[config.mk]
export PLATFORM = sky130hd
export DESIGN_NAME = nnrm_ram
export DESIGN_NICKNAME = d
export VERILOG_FILES = /design/src/nnrm_ram.sv
export SDC_FILE = /design/constraint.sdc
export NUM_CORES = 1
export LEC_CHECK = 0
export BUFFER_PORTS_ARGS = -buffer_cell sky130_fd_sc_hd__buf_2
export CORE_UTILIZATION = 50
export DETAILED_ROUTE_END_ITERATION = 16
export MAX_ROUTING_LAYER = met4
export PLACE_DENSITY = 0.67
export SLEW_MARGIN = 30
export SYNTH_ARGS = -nofsm -noshare
export SYNTH_HDL_FRONTEND = slang
export SYNTH_SLANG_ARGS = --single-unit
[constraint.sdc]
create_clock -name clk -period 5 [get_ports clk]
set_input_delay 1.5 -clock clk [delete_from_list [all_inputs] [get_ports clk]]
set_output_delay 1.5 -clock clk [all_outputs]
set_load 0.1 [all_outputs]
[src/nnrm_ram.sv]
// ----------------------------------------------------------------------------
// nnrm_ram
// Generic single write port, single read port RAM with registered read data.
// ----------------------------------------------------------------------------
module nnrm_ram #(
    parameter int WIDTH = 16,
    parameter int DEPTH = 64,
    localparam int AW = (DEPTH > 1) ? $clog2(DEPTH) : 1
) (
    input  logic             clk,
    input  logic             wr_en,
    input  logic [AW-1:0]    wr_addr,
    input  logic [WIDTH-1:0] wr_data,
    input  logic             rd_en,
    input  logic [AW-1:0]    rd_addr,
    output logic [WIDTH-1:0] rd_data
);

    logic [WIDTH-1:0] mem [DEPTH];
    logic [WIDTH-1:0] rd_data_reg;

    always_ff @(posedge clk)
    begin
        if (wr_en)
        begin
            mem[wr_addr] <= wr_data;
        end
        if (rd_en)
        begin
            rd_data_reg <= mem[rd_addr];
        end
    end

    assign rd_data = rd_data_reg;

endmodule

# Yosys cells after proc, flatten, opt, wreduce, memory -nomap -nowiden
# Memory sizes are Yosys's and may differ from the RTL's. A register that Yosys moved wholly into a read port is not among the register bits.
# Cells that the tools add are included.
# totals
inputBits	31
romBits	0
out_inout_bits	16
mem_bits_rw	1024
latchBits	0
reg_bits	0
mem_count	1
# classes
div	0
n_mux	2
n_reduce_logical	0
n_shift	0
n_bitwise	0
multipliers	0
order_cmp	0
eq_ne	0
n_addsub	0
# mem_list
memory	depth	word_bits	read_ports	rd_clocked_by_memory_dff	write_ports	line_no	rtl
mem	64	16	1	1	1	19	logic [WIDTH-1:0] mem [DEPTH];
# ops
operator	count
2-to-1 mux 1 bit	2

# Logic depth before layout (Yosys ltp)
# Gate-level depths: netlist (run 1).
# logic_depth
word_depth	2
ltp_mapped	10

# Worst setup path before layout (run 1)
# No wires, ideal clock.
# synth_path
path_kind	input -> register
start	input wr_addr[3]
end	memory mem[48][0], enable pin
path_stages	4
arrival_ns	3.126
slack_ns	1.465
required_time_ns	4.591
cell_sequence	clkbuf_1 > nor2b_1 > nand4b_1 > nor3_1
# synth_lines
element	line_no	rtl
start, declared	12	input logic [AW-1:0] wr_addr,
end, declared	19	
# No word-level cell before the write port.

==> results.yml, run 1 <==
sta:
  skew_ps: 36.1
  finalHoldViolations: 0
  maxSlewHeadroom: 0.330
  final.period_utilization: 0.763
  fmax_ghz: 0.262
  drv_slew: 0
  period_needed_ps: 3820
  setup_viol: 0
  rsz0062_at_grt: "no"
  tightest_slew_ps: 1000
  fin_tns_setup_ps: 0
worst_setup_path:
  crit_required_ps: 5370
  worst-path-max-fanout: 54
  setup.worst_path.class: "input port to register"
  crit_chain: "buf_8 > buf_12 > mux4_2 > mux2_2 > a221oi_1 > a311oi_1"
  critPathCaptureType: "register"
  cp_slowest_cell: "a221oi_1"
  start_kind: "input port"
  worstPathArrival_ps: 4190
  critPathMaxStageDelay_ps: 850
clocking:
  cts_resized: 0
  ctsHtreeMaxLevel: 3
  clkTransAtPathRegs_ps: 60
  tritoncts: "yes"
  cts_root_buf: "clkbuf_16"
  post-cts-setup-buffers: 0
  clk-insertion-delay-late_ps: 670
  clkSinkCount: 1040
  clockBufferDepth: 3
  numCtsBuffers: 101
  cts_hold_buf: 0
placement:
  dpl_cell_area_mm2: 0.0421
  port_buffers: 46
  place_hpwl_um: 57000
  place_inst: 2937
  gp_congestion: 0.843
finish:
  final_layout_size_suffix_gt1_frac: 0.273
  final_area_mm2: 0.0453
  final_common_cell: "edfxtp_1"
  nets: 2021
  largest_reg_flops: 1024
  stdcell_count: 3129
  utilization: 0.572
  layout_common_cells: "edfxtp_1 (1040), mux4_2 (220), buf_4 (109), clkbuf_16 (101), mux2i_1 (85)"
  syn_to_final_growth_pct: 12.7
route:
  num_vias: 19338
  antenna_left: 0
  drt_iter0_markers: 2332
  detail_route.wl_per_cell_um: 30.1
  drc: 0
  dr.pass1.iters: 6
  viasPerCell: 6.18
  drt_wl_total_um: 94200
synthesis:
  yosysSeqAreaShare: 0.777
  synth_area_leaders: "edfxtp_1 (78%), mux4_2 (12%), mux2i_1 (2.1%)"
  yosys.area.top_type_share: 0.777
  ys_warn_count: 0
  synth_nets: 1860
  synth_top_cell_by_area: "edfxtp_1"
  synth_cell_types: 42
  ys_ff_latch: 1040
  syn_avg_cell_area_um2: 22.0
  netlist_area_mm2: 0.0402
  syn_inst: 1829
die:
  row_count: 103
  coreArea_mm2: 0.0793
  die_y_um: 286
  fp.dieW_um: 286
  dieArea_mm2: 0.0815
  io_pins: 47
  initial_utilization: 0.507
global_routing:
  grt_pass1_vias: 19282
  antenna_found_initial: 10
  grt_pass1_wl_um: 137000
  grt_use_total: 0.242
  gr-total-overflow: 0
  grt_max_degree: 65
run_status:
  status: "completed"
pwr:
  total_power_uw: 18100
  power_density_mw_per_mm2: 400
  vdd_drop_max_v: 0.000279
  leakage_uw: 0.0144
job:
  drv_cap: 0
min_path:
  min-delay-path-class: "register to register"
==> cell type report <==
| class | instances | area, µm² |
|---|---|---|
| fill | 5718 | 33900 |
| timing repair buffer | 162 | 1260 |
| antenna | 4 | 10.0 |
| multi-input combinational | 685 | 8270 |
| clock buffer | 118 | 2590 |
| tap | 1050 | 1310 |
| clock inverter | 70 | 641 |
| sequential | 1040 | 31200 |
==> path summary, 6_finish.rpt <==
path / start / endpoint / slack [ps] / depth (start not counted)
worst max register to register: mem[56][15] / rd_data[15] / 2610 / 4
worst max-delay path: rd_addr[0] / rd_data[15] / 1180 / 6
worst min-delay path: mem[2][7] / rd_data[7] / 950 / 5
worst min register to register: mem[2][7] / rd_data[7] / 950 / 5
==> cell usage after synthesis, drive strengths merged <==
cell type,number
a211o,8
a211oi,8
a21oi,17
a221o,6
a221oi,16
a22o,6
a22oi,39
a311oi,8
a31oi,8
a41oi,5
and2,2
and4,5
buf,77
clkbuf,27
edfxtp,1040
mux2,27
mux2i,85
mux4,224
nand2,60
nand2b,3
nand3,24
nand3b,2
nand4,12
nand4b,1
nor2,74
nor2b,30
nor3,2
nor4,3
o21ai,8
or3,1
or3b,1
==> per-stage QoR <==
stage	setup slack [ps]	hold slack, ps
2_1_floorplan	1470	828
3_3_place_gp	464	932
3_5_place_dp	419	950
4_1_cts	1140	964
5_1_grt	1090	992
6_report	1180	951
==> power by group <==
part | total, µW | switching, µW | leakage [µW] | internal (µW)
clock | 7460 | 3220 | 0.00158 | 4240
sequential | 9700 | 32.6 | 0.00937 | 9670
combinational | 972 | 649 | 0.00342 | 323
==> routing by layer <==
layer / up-vias / wire length (µm) / GRT usage
met5: - / 0 / -
met2: 867 / 45700 / 0.373
met3: 136 / 7780 / 0.0399
met1: 10306 / 38900 / 0.344
met4: 0 / 1830 / 0.0524
li1: 8029 / - / -
==> cell families after synthesis <==
family	count (synthesis)	synth area share
DFF	1040	0.777
and+or+nand+nor	220	0.0264
muxes	336	0.155
buffers and inverters	104	0.0182
AOI/OAI and AO/OA	129	0.0240
==> critical path: cells and delay by family <==
family | cells | cell delay, ps
mux | 2 | 830
compound gates | 2 | 960
buf+inv | 2 | 830
(Power assumes the default switching activity.)
==> run 2: changes to the inputs <==
==> constraint.sdc (replaced) <==
create_clock -name clk -period 3.8 [get_ports clk]
set_input_delay 1.14 -clock clk [delete_from_list [all_inputs] [get_ports clk]]
set_output_delay 1.14 -clock clk [all_outputs]
set_load 0.1 [all_outputs]
==> run 2 against run 1 <==
Against the previous run:
- sequential power is 32% higher
- clock skew is 4.0 ps higher
- register-to-register slack worse by 1100 ps
- worst setup slack lost 500 ps
- final cell count is 1.9% higher
- sequential cell count stayed put
- sequential share of layout area fell by 0.67 points
- first-iteration DRC count down 2.7%
- clock power is 29% higher
- via count grew 1.3%
==> results.yml, run 2 (synthesis results as in run 1) <==
run_status:
  status: "completed"
sta:
  holdWs_ps: 1000
  setup_viol: 0
  rsz0062_at_grt: "no"
  tightest_slew_ps: 967
  period_needed_ps: 3120
  drv_slew: 0
  finalHoldViolations: 0
  maxSlewHeadroom: 0.355
  final.period_utilization: 0.820
  skew_ps: 40.1
  fmax_ghz: 0.321
  fin_tns_setup_ps: 0
clocking:
  clkSinkCount: 1040
  clk-insertion-delay-late_ps: 670
  clkTransAtPathRegs_ps: 60
  cts_resized: 0
  cts_hold_buf: 0
  post-cts-setup-buffers: 0
  tritoncts: "yes"
  cts_root_buf: "clkbuf_16"
  clockBufferDepth: 3
  ctsHtreeMaxLevel: 3
  numCtsBuffers: 102
global_routing:
  grt_max_degree: 65
  grt_pass1_wl_um: 138000
  grt_pass1_vias: 19865
  grt_use_total: 0.244
  gr-total-overflow: 0
  antenna_found_initial: 7
worst_setup_path:
  cp_slowest_cell: "a221oi_1"
  cp_common_cell: "buf_4"
  crit_path_start: "rd_addr[2]"
  worst-path-max-fanout: 45
  crit_chain: "clkbuf_8 > buf_4 > mux4_2 > mux2_2 > a221oi_1 > buf_4 > a311oi_1"
  crit_family: "buffers and inverters"
  critPathCaptureType: "register"
  worstPathArrival_ps: 3490
  start_kind: "input port"
  path_buf_inv: 3
  r2r-start: "mem[61][4]"
  critPathMaxStageDelay_ps: 590
  setup.worst_path.class: "input port to register"
  crit_required_ps: 4170
pwr:
  vdd_drop_max_v: 0.000387
  leakage_uw: 0.0147
  power_density_mw_per_mm2: 518
route:
  drt_wl_total_um: 95400
  antenna_left: 0
  detail_route.wl_per_cell_um: 29.9
  viasPerCell: 6.15
  drt_iter0_markers: 2269
  dr.pass1.iters: 7
  drc: 0
  num_vias: 19586
min_path:
  worstHoldStart: "wr_data[8]"
  min-delay-path-class: "input port to register"
finish:
  register_area_mm2: 0.0312
  final_layout_size_suffix_gt1_frac: 0.288
  final_common_cell: "edfxtp_1"
  final_area_mm2: 0.0458
  fillers: 5685
  nets: 2080
  syn_to_final_growth_pct: 13.8
  multiInputGateArea_mm2: 0.00825
  largest_reg_flops: 1024
  utilization: 0.577
  layout_common_cells: "edfxtp_1 (1040), mux4_2 (220), buf_4 (162), clkbuf_16 (104), mux2i_1 (85)"
die:
  row_count: 103
  dieArea_mm2: 0.0815
  coreArea_mm2: 0.0793
  die_y_um: 286
  initial_utilization: 0.507
  fp.dieW_um: 286
  io_pins: 47
placement:
  dpl_cell_area_mm2: 0.0426
  port_buffers: 46
  gp_congestion: 0.868
  place_hpwl_um: 58900
job:
  drv_cap: 0
## run 2: power by group
part,switching (µW),internal (µW)
Combinational,878,474
Clock,4150,5430
Sequential,38.4,12700
## run 2: cell type report
class	instances	area share
Clock buffer	129	0.0589
Multi-Input combinational cell	685	0.180
Antenna cell	5	0.000273
Timing Repair Buffer	220	0.0387
Tap cell	1050	0.0287
Sequential cell	1040	0.683
Clock inverter	58	0.0105
## run 2: through the flow
step | setup slack, ps | total power, µW | std cells
2_1_floorplan | 625 | 13800 | 1829
3_3_place_gp | 35.2 | 14300 | 2995
3_5_place_dp | 34.4 | 14400 | 2995
4_1_cts | 726 | 23800 | 3182
5_1_grt | 656 | 24300 | 3186
6_report | 683 | 23700 | 3187
## run 2: final timing paths
kind                 end  slack, ps  depth (start not counted)
max reg2reg   rd_data[4]       1470                          5
min           mem[21][8]       1000                          1
max           rd_data[4]        680                          7
min reg2reg  rd_data[15]       1000                          3
## run 2: routing by layer
| metal | global-route usage | wire length (µm) |
|---|---|---|
| met3 | 0.0560 | 8420 |
| met4 | 0.0587 | 2030 |
| met2 | 0.375 | 46100 |
| met5 | - | 0 |
| met1 | 0.334 | 38900 |
## run 2: worst register-to-register path: cells and delay by family, from the launching register on
| family | cells | cell delay [ps] |
|---|---|---|
| muxes | 2 | 810 |
| AOI/OAI and AO/OA | 2 | 640 |
| DFF | 1 | 360 |
| buffers and inverters | 1 | 240 |
