[src/nnrm_pkg.sv]
// ----------------------------------------------------------------------------
// nnrm_pkg
// Shared types and constants of the nearest neighbor ratio match block.
// ----------------------------------------------------------------------------
package nnrm_pkg;

    localparam int DIST_W       = 38;
    localparam int TIDX_W       = 12;
    localparam int DIDX_W       = 6;
    localparam int FIELD_COMP_W = 16;
    localparam int QID_W        = 16;
    localparam int RATIO_W      = 16;
    localparam int TCOUNT_W     = 13;
    localparam int DIMS_W       = 7;
    localparam int CFG_IDX_W    = 2;
    localparam int CFG_DATA_W   = 16;
    localparam int RATIO_SHIFT  = 16;

    localparam logic [DIST_W-1:0] DIST_MAX = {DIST_W{1'b1}};

    localparam logic [CFG_IDX_W-1:0] CFG_TARGET_COUNT  = 2'd0;
    localparam logic [CFG_IDX_W-1:0] CFG_DIMS_IN_USE   = 2'd1;
    localparam logic [CFG_IDX_W-1:0] CFG_RATIO_SQUARED = 2'd2;

    localparam logic [TCOUNT_W-1:0] TARGET_COUNT_RST  = 13'd1;
    localparam logic [DIMS_W-1:0]   DIMS_IN_USE_RST   = 7'd64;
    localparam logic [RATIO_W-1:0]  RATIO_SQUARED_RST = 16'd41943;

    localparam logic ACT_LOAD  = 1'b0;
    localparam logic ACT_QUERY = 1'b1;

    typedef struct packed {
        logic                           action;
        logic [TIDX_W-1:0]              target_index;
        logic [DIDX_W-1:0]              dim_index;
        logic signed [FIELD_COMP_W-1:0] component;
        logic [QID_W-1:0]               query_id;
        logic                           last;
    } in_item_t;

    typedef struct packed {
        logic [QID_W-1:0]  result_query_id;
        logic              matched;
        logic [TIDX_W-1:0] best_index;
        logic [DIST_W-1:0] nearest_distance;
        logic [DIST_W-1:0] runner_up_distance;
    } out_item_t;

    // position of a component read within its target descriptor
    typedef struct packed {
        logic first;
        logic last;
    } mac_tag_t;

endpackage

[src/nnrm_dist.sv]
// ----------------------------------------------------------------------------
// nnrm_dist
// Squared distance pipeline: absolute difference, square, saturating sum.
// ----------------------------------------------------------------------------
module nnrm_dist
    import nnrm_pkg::*;
#(
    parameter int COMP_BITS = 16
) (
    input  logic                 clk,
    input  logic                 rst_n,
    input  logic                 mac_valid,
    input  mac_tag_t             mac_tag,
    input  logic [COMP_BITS-1:0] query_comp,
    input  logic [COMP_BITS-1:0] target_comp,
    output logic                 dist_valid,
    output logic [DIST_W-1:0]    distance
);

    localparam int MAG_W = COMP_BITS + 1;
    localparam int SQ_W  = 2 * MAG_W;
    localparam int SUM_W = ((SQ_W > DIST_W) ? SQ_W : DIST_W) + 1;

    logic signed [MAG_W-1:0] diff;
    logic [MAG_W-1:0]        mag_next;
    logic [MAG_W-1:0]        mag_reg;
    logic [SQ_W-1:0]         sq_next;
    logic [SQ_W-1:0]         sq_reg;
    logic [DIST_W-1:0]       base;
    logic [SUM_W-1:0]        sum;
    logic [DIST_W-1:0]       acc_next;
    logic [DIST_W-1:0]       acc_reg;
    mac_tag_t                tag1_reg;
    mac_tag_t                tag2_reg;
    logic                    v1_reg;
    logic                    v2_reg;
    logic                    dv_reg;

    assign diff     = MAG_W'(signed'(query_comp)) - MAG_W'(signed'(target_comp));
    assign mag_next = diff[MAG_W-1] ? MAG_W'(-diff) : MAG_W'(diff);
    assign sq_next  = mag_reg * mag_reg;

    always_comb
    begin
        base = tag2_reg.first ? '0 : acc_reg;
        sum  = SUM_W'(base) + SUM_W'(sq_reg);
        if (sum > SUM_W'(DIST_MAX))
        begin
            acc_next = DIST_MAX;
        end
        else
        begin
            acc_next = DIST_W'(sum);
        end
    end

    always_ff @(posedge clk or negedge rst_n)
    begin
        if (!rst_n)
        begin
            v1_reg <= 1'b0;
            v2_reg <= 1'b0;
            dv_reg <= 1'b0;
        end
        else
        begin
            v1_reg <= mac_valid;
            v2_reg <= v1_reg;
            dv_reg <= v2_reg && tag2_reg.last;
        end
    end

    always_ff @(posedge clk)
    begin
        mag_reg  <= mag_next;
        tag1_reg <= mac_tag;
        sq_reg   <= sq_next;
        tag2_reg <= tag1_reg;
        if (v2_reg)
        begin
            acc_reg <= acc_next;
        end
    end

    assign dist_valid = dv_reg;
    assign distance   = acc_reg;

endmodule

[config.mk]
export PLATFORM = sky130hd
export DESIGN_NAME = nnrm_dist
export DESIGN_NICKNAME = d
export VERILOG_FILES = /design/src/nnrm_pkg.sv /design/src/nnrm_dist.sv
export SDC_FILE = /design/constraint.sdc
export NUM_CORES = 1
export LEC_CHECK = 0
export ABC_AREA = 1
export BUFFER_PORTS_ARGS = -buffer_cell sky130_fd_sc_hd__buf_2
export CAP_MARGIN = 20
export CORE_ASPECT_RATIO = 0.75
export CORE_MARGIN = 1.5
export CORE_UTILIZATION = 24
export DETAILED_ROUTE_END_ITERATION = 6
export GPL_ROUTABILITY_DRIVEN = 1
export PLACE_DENSITY_LB_ADDON = 0.12
export SLEW_MARGIN = 20
export SYNTH_ARGS = -nofsm -noshare
export SYNTH_HDL_FRONTEND = slang
export SYNTH_SLANG_ARGS = --single-unit
export TNS_END_PERCENT = 100
[constraint.sdc]
create_clock -name clk -period 9.6 [get_ports clk]
set_input_delay 0.48 -clock clk [delete_from_list [all_inputs] [get_ports clk]]
set_output_delay 0.48 -clock clk [all_outputs]
set_load 0.01 [all_outputs]
# After elaboration in Yosys (flattened, before gate mapping)
# Index checks and enable logic that the tools add are counted.
word_totals:
  regBits: 96
  wordCells: 19
  inputBits: 37
  output_inout_bits: 39
classes:
  multipliers: 1
  addsub: 3
  n_lt_le_gt_ge: 1
  reduce_logical: 1
  mux: 2
op_table:
  columns: ["op", "count"]
  rows:
  - ["adder 38 x 34 -> 39 bit", 1]
  - ["> comparator 39 x 38 -> 1 bit, second input constant", 1]
  - ["two-way mux 38 bit", 1]
  - ["multiplier 17 x 17 -> 34 bit", 1]
  - ["negation 17 bit", 1]
  - ["subtractor 16 x 16 -> 17 bit", 1]
  - ["two-way mux 16 bit", 1]
  - ["logical AND 1 bit", 1]

# Logic depth before layout (Yosys ltp)
logic_depth:
  depth_word: 3
  depth_mapped: 26
  depth_no_buf: 24

# Least setup slack after synthesis
# OpenSTA, ideal clock, no wires.
synth_timing:
  kind: "reg-to-reg"
  startpoint: "register mag_reg[5]"
  endpoint: "register sq_reg[24]"
  setup_ps: 72
  n_path_buf: 2
  setup_slack_ps: 3864
  path_stages_with_launch: 23
  t_arrival_ps: 5664
  path_cell_list: "dfxtp_1 > clkbuf_1 > clkbuf_1 > nand2_1 > fa_1 > inv_1 > fa_1 > inv_1 > fa_1 > inv_1 > fa_1 > fa_1 > inv_1 > fa_1 > inv_1 > ha_1 > a21oi_1 > o21a_1 > o21ai_0 > a21oi_1 > o21ai_1 > a21oi_1 > xnor2_1"
synth_between:
  elab_chain_len: 1
synth_lines:
  columns: ["item", "line_no", "rtl"]
  rows:
  - ["from (decl)", "nnrm_dist.sv:26", "logic [MAG_W-1:0] mag_reg;"]
  - ["from (signal assigned)", "nnrm_dist.sv:75", "mag_reg <= mag_next;"]
  - ["multiplier 17 x 17 -> 34 bit", "nnrm_dist.sv:41", "assign sq_next = mag_reg * mag_reg;"]
  - ["via sq_next[24]", "nnrm_dist.sv:27", "logic [SQ_W-1:0] sq_next;"]
  - ["to (signal assigned)", "nnrm_dist.sv:77", "sq_reg <= sq_next;"]
  - ["to (decl)", "nnrm_dist.sv:28", "logic [SQ_W-1:0] sq_reg;"]
# The timed path passes the listed nets, and every way through them passes these cells.
# A chain may end at the register's enable or synchronous reset.

# Worst setup path in the final report
# Ends and elaborated chain as after synthesis.

==> impl_metrics.json <==
{
  "tritoncts_clock_tree": "done",
  "finClkSkew_ns": 0.01463,
  "yosysSeqAreaShare_pct": 15.38,
  "count_of_different_cell_masters_after_synthesis": 51,
  "ff_latch_count_synth": 95,
  "global_route_wire_length_before_repair_mm": 67.02,
  "antenna_violations_before_repair": 0,
  "hold_removal_path_class": "primary input to register",
  "htreeDepth": 3,
  "critical_path_peak_fanout": 18,
  "combinational_family_with_the_most_area_after_synthesis": "adder cells",
  "pin_count_of_the_biggest_net_entering_global_routing": 40,
  "io_buffer_count": 75,
  "dr.pass1.iters": 5,
  "yosys.area.top_type": "sky130_fd_sc_hd__fa_1",
  "tritoncts_num_sinks": 95,
  "die_w_um": 291.1,
  "endpoint_kind": "register",
  "drt-wirelength-per-cell_um": 14.14,
  "synth_simple_gate_area_share_pct": 19.26,
  "final_layout_size_suffix_gt1_share_pct": 7.324,
  "clkSlewWorstSetupHoldPaths_ns": 0.08,
  "number_of_cells_produced_by_synthesis": 1958,
  "synth_compound_gate_area_share_pct": 7.304,
  "worst-r2r-cell-count": 21,
  "synth.mux.area_fraction_pct": 0,
  "setup_violators_final": 0,
  "most_frequent_cells_in_the_layout": "518 x sky130_fd_sc_hd__inv_1, 379 x sky130_fd_sc_hd__nand2_1, 192 x sky130_fd_sc_hd__fa_1, 162 x sky130_fd_sc_hd__ha_1, 151 x sky130_fd_sc_hd__nor2_1",
  "timing.critical_path.to": "sq_reg[24]$_DFF_P_",
  "antenna_cells_inserted": 0,
  "final_global_route_overflow_total": 0,
  "std_cell_rows": 78,
  "tritoncts.num_buffers": 9,
  "postRouteWirelength_mm": 39.70,
  "final_hold_viol_count": 0,
  "first_global_vias": 12460,
  "regToRegSetupSlack_ns": 2.82,
  "worst_pin_slew_ns": 0.9789,
  "post_synth_main_area_contributors": "sky130_fd_sc_hd__fa_1 26%, sky130_fd_sc_hd__ha_1 14%, sky130_fd_sc_hd__inv_1 13%, sky130_fd_sc_hd__nand2_1 9.5%, sky130_fd_sc_hd__edfxtp_1 7.6%",
  "via_per_inst": 4.247,
  "synth_async_sr_flop_share_pct": 3.158,
  "synth.avg_cell_area_um2": 7.629,
  "max_freq_mhz": 147.4,
  "post-dp-hpwl_mm": 33.74,
  "grtUsageTotal_pct": 13.35,
  "timing.critical_path.required_ns": 9.90,
  "synth_fa_ha_area_share_pct": 39.30,
  "area.growth.synth_to_final_pct": 10.36,
  "die_height_um": 219.1,
  "worst_r2r_startpoint": "mag_reg[5]$_DFF_P_",
  "layout_worst_path_cycle_share_pct": 70.68,
  "synth-edff-count": 38,
  "dominantRegCellSynth": "sky130_fd_sc_hd__dfxtp_1",
  "mostFrequentLayoutCell": "sky130_fd_sc_hd__inv_1",
  "drv_cap": 0,
  "synth_fp_nets": 2349,
  "status": "finished clean",
  "coreArea_mm2": 0.06100,
  "critical_path.startpoint_type": "register",
  "yosysWarningCount": 0,
  "drt-initial-drc-count": 557,
  "hold_ws_ns": 0.1858,
  "synth_largest_type_area_fraction_pct": 25.73,
  "finalWeightedCongestion": 0.8328,
  "clk_path_buf_depth": 2,
  "worst_setup_startpoint": "mag_reg[5]$_DFF_P_",
  "num-fill-cells": 6624,
  "synthesized_cell_area_mm2": 0.01494,
  "maxSlewViolCount": 0,
  "ctsRootBufferMaster": "sky130_fd_sc_hd__clkbuf_16",
  "floorplan.initialDensity_pct": 24.49,
  "total_number_of_nets_in_the_final_design": 2393,
  "final_antenna_net_count": 0,
  "critical_path.reg2reg.endpoint": "sq_reg[24]$_DFF_P_",
  "ios": 76,
  "timing.setup.critical_path_class": "register to register",
  "clk-insertion-delay-late_ns": 0.39,
  "timing.max_slew.rel_slack_pct": 34.65,
  "timing.setup.tns_ns": 0,
  "critPathArrivalTime_ns": 7.08,
  "route.vias.total": 11920,
  "drc": 0,
  "flip_flop_count_of_the_largest_register_all_copies_and_words_added": 38,
  "floorplan.die_area_mm2": 0.06376,
  "yosys.area_share.xor_xnor_pct": 4.272,
  "setup_repair_after_global_routing_missed_its_margin": "false",
  "min_period_ns": 6.785
}
[Yosys cell counts, types with 2 or more instances]
cell and n:
sky130_fd_sc_hd__clkbuf_1 35, sky130_fd_sc_hd__nor2_2 4, sky130_fd_sc_hd__nand2_2 28, sky130_fd_sc_hd__inv_1 518, sky130_fd_sc_hd__edfxtp_1 38, sky130_fd_sc_hd__nand2_1 379
sky130_fd_sc_hd__nand3_1 65, sky130_fd_sc_hd__inv_2 3, sky130_fd_sc_hd__a21oi_2 4, sky130_fd_sc_hd__dfxtp_1 54, sky130_fd_sc_hd__nand3_2 4, sky130_fd_sc_hd__o22ai_1 2
sky130_fd_sc_hd__buf_2 2, sky130_fd_sc_hd__nand4_1 20, sky130_fd_sc_hd__o21a_1 6, sky130_fd_sc_hd__or2_2 2, sky130_fd_sc_hd__a21o_1 11, sky130_fd_sc_hd__o21bai_1 7
sky130_fd_sc_hd__xnor2_1 34, sky130_fd_sc_hd__o21ai_2 2, sky130_fd_sc_hd__o21ai_1 8, sky130_fd_sc_hd__a221oi_1 3, sky130_fd_sc_hd__dfrtp_1 3, sky130_fd_sc_hd__o21ai_0 42
sky130_fd_sc_hd__a21oi_1 81, sky130_fd_sc_hd__buf_6 4, sky130_fd_sc_hd__a21boi_0 3, sky130_fd_sc_hd__nand3b_1 7, sky130_fd_sc_hd__nor3_1 14, sky130_fd_sc_hd__a31oi_1 12
sky130_fd_sc_hd__nor2_1 151, sky130_fd_sc_hd__buf_1 4, sky130_fd_sc_hd__ha_1 162, sky130_fd_sc_hd__a211oi_1 2, sky130_fd_sc_hd__xor2_1 37, sky130_fd_sc_hd__fa_1 192
[area by class of cell]
type	instances	area, um2	area share, %
timing repair buffer	79	420.4	2.550
clock inverter	4	56.30	0.3415
tap	800	1001	6.072
multi-input combinational	1296	10480	63.55
clock buffer	12	279.0	1.692
inverter	521	1956	11.86
sequential	95	2297	13.93
[routing by layer]
layer	vias to the layer above	GRT usage (%)	part of all wire, %
met5	-	0	0
met4	0	2.478	0.93
met3	23	2.066	4.0
met2	178	20.58	42
met1	5714	19.68	53
li1	6006	-	-
[kinds of logic (layout without fill, tap and decap cells)]
kind of cell | after synthesis | in the layout
XOR/XNOR | 72 | 72
AO/OA/AOI/OAI | 189 | 189
flip-flops | 95 | 95
AND/OR/NAND/NOR | 681 | 681
adder cells (fa/ha/maj) | 354 | 354
buffers and inverters | 567 | 616
[stage by stage]
stage,utilization (%),instance area (um2),cells,worst slack (ns)
after floorplan,-,14940,1958,3.864
after global placement,26.43,16120,2789,2.787
after detailed placement,26.43,16120,2789,2.857
after CTS,26.99,16470,2806,2.840
after global routing,27.03,16490,2807,2.428
final,27.03,16490,2807,2.815
[critical path: stages (launching register included)]
cell                      delay [ns]
sky130_fd_sc_hd__dfxtp_1        0.95
sky130_fd_sc_hd__nand2_1        0.18
sky130_fd_sc_hd__fa_1           0.64
sky130_fd_sc_hd__inv_1          0.07
sky130_fd_sc_hd__fa_1           0.53
sky130_fd_sc_hd__inv_1          0.06
sky130_fd_sc_hd__fa_1           0.47
sky130_fd_sc_hd__inv_1          0.05
sky130_fd_sc_hd__fa_1           0.50
sky130_fd_sc_hd__fa_1           0.54
sky130_fd_sc_hd__inv_1          0.05
sky130_fd_sc_hd__fa_1           0.52
sky130_fd_sc_hd__inv_1          0.04
sky130_fd_sc_hd__ha_1           0.34
sky130_fd_sc_hd__nand2_1        0.09
sky130_fd_sc_hd__inv_1          0.08
sky130_fd_sc_hd__nand3_1        0.25
sky130_fd_sc_hd__nor3_1         0.46
sky130_fd_sc_hd__a21oi_1        0.25
sky130_fd_sc_hd__o21ai_1        0.29
sky130_fd_sc_hd__a21oi_1        0.13
sky130_fd_sc_hd__xnor2_1        0.20
[repair_timing]
item	CTS	global route
endpoints found under the hold margin	3	0
setup buffers	0	0
hold buffers	1	0
gates resized for setup	0	0
[worst min-delay path by stage]
stage          startpoint              endpoint  slack, ns  cells after the start
2_1_floorplan       rst_n  dist_valid$_DFF_PN0_       0.18                      0
3_3_place_gp        rst_n      v2_reg$_DFF_PN0_       0.28                      1
3_5_place_dp        rst_n  dist_valid$_DFF_PN0_       0.28                      1
4_1_cts        mac_tag[1]   tag1_reg[1]$_DFF_P_       0.17                      1
5_1_grt        mac_tag[1]   tag1_reg[1]$_DFF_P_       0.16                      1
6_report       mac_tag[1]   tag1_reg[1]$_DFF_P_       0.19                      1
Power is not shown: default switching activity piles up to over one toggle a cycle in this logic, so the estimate is an artifact.
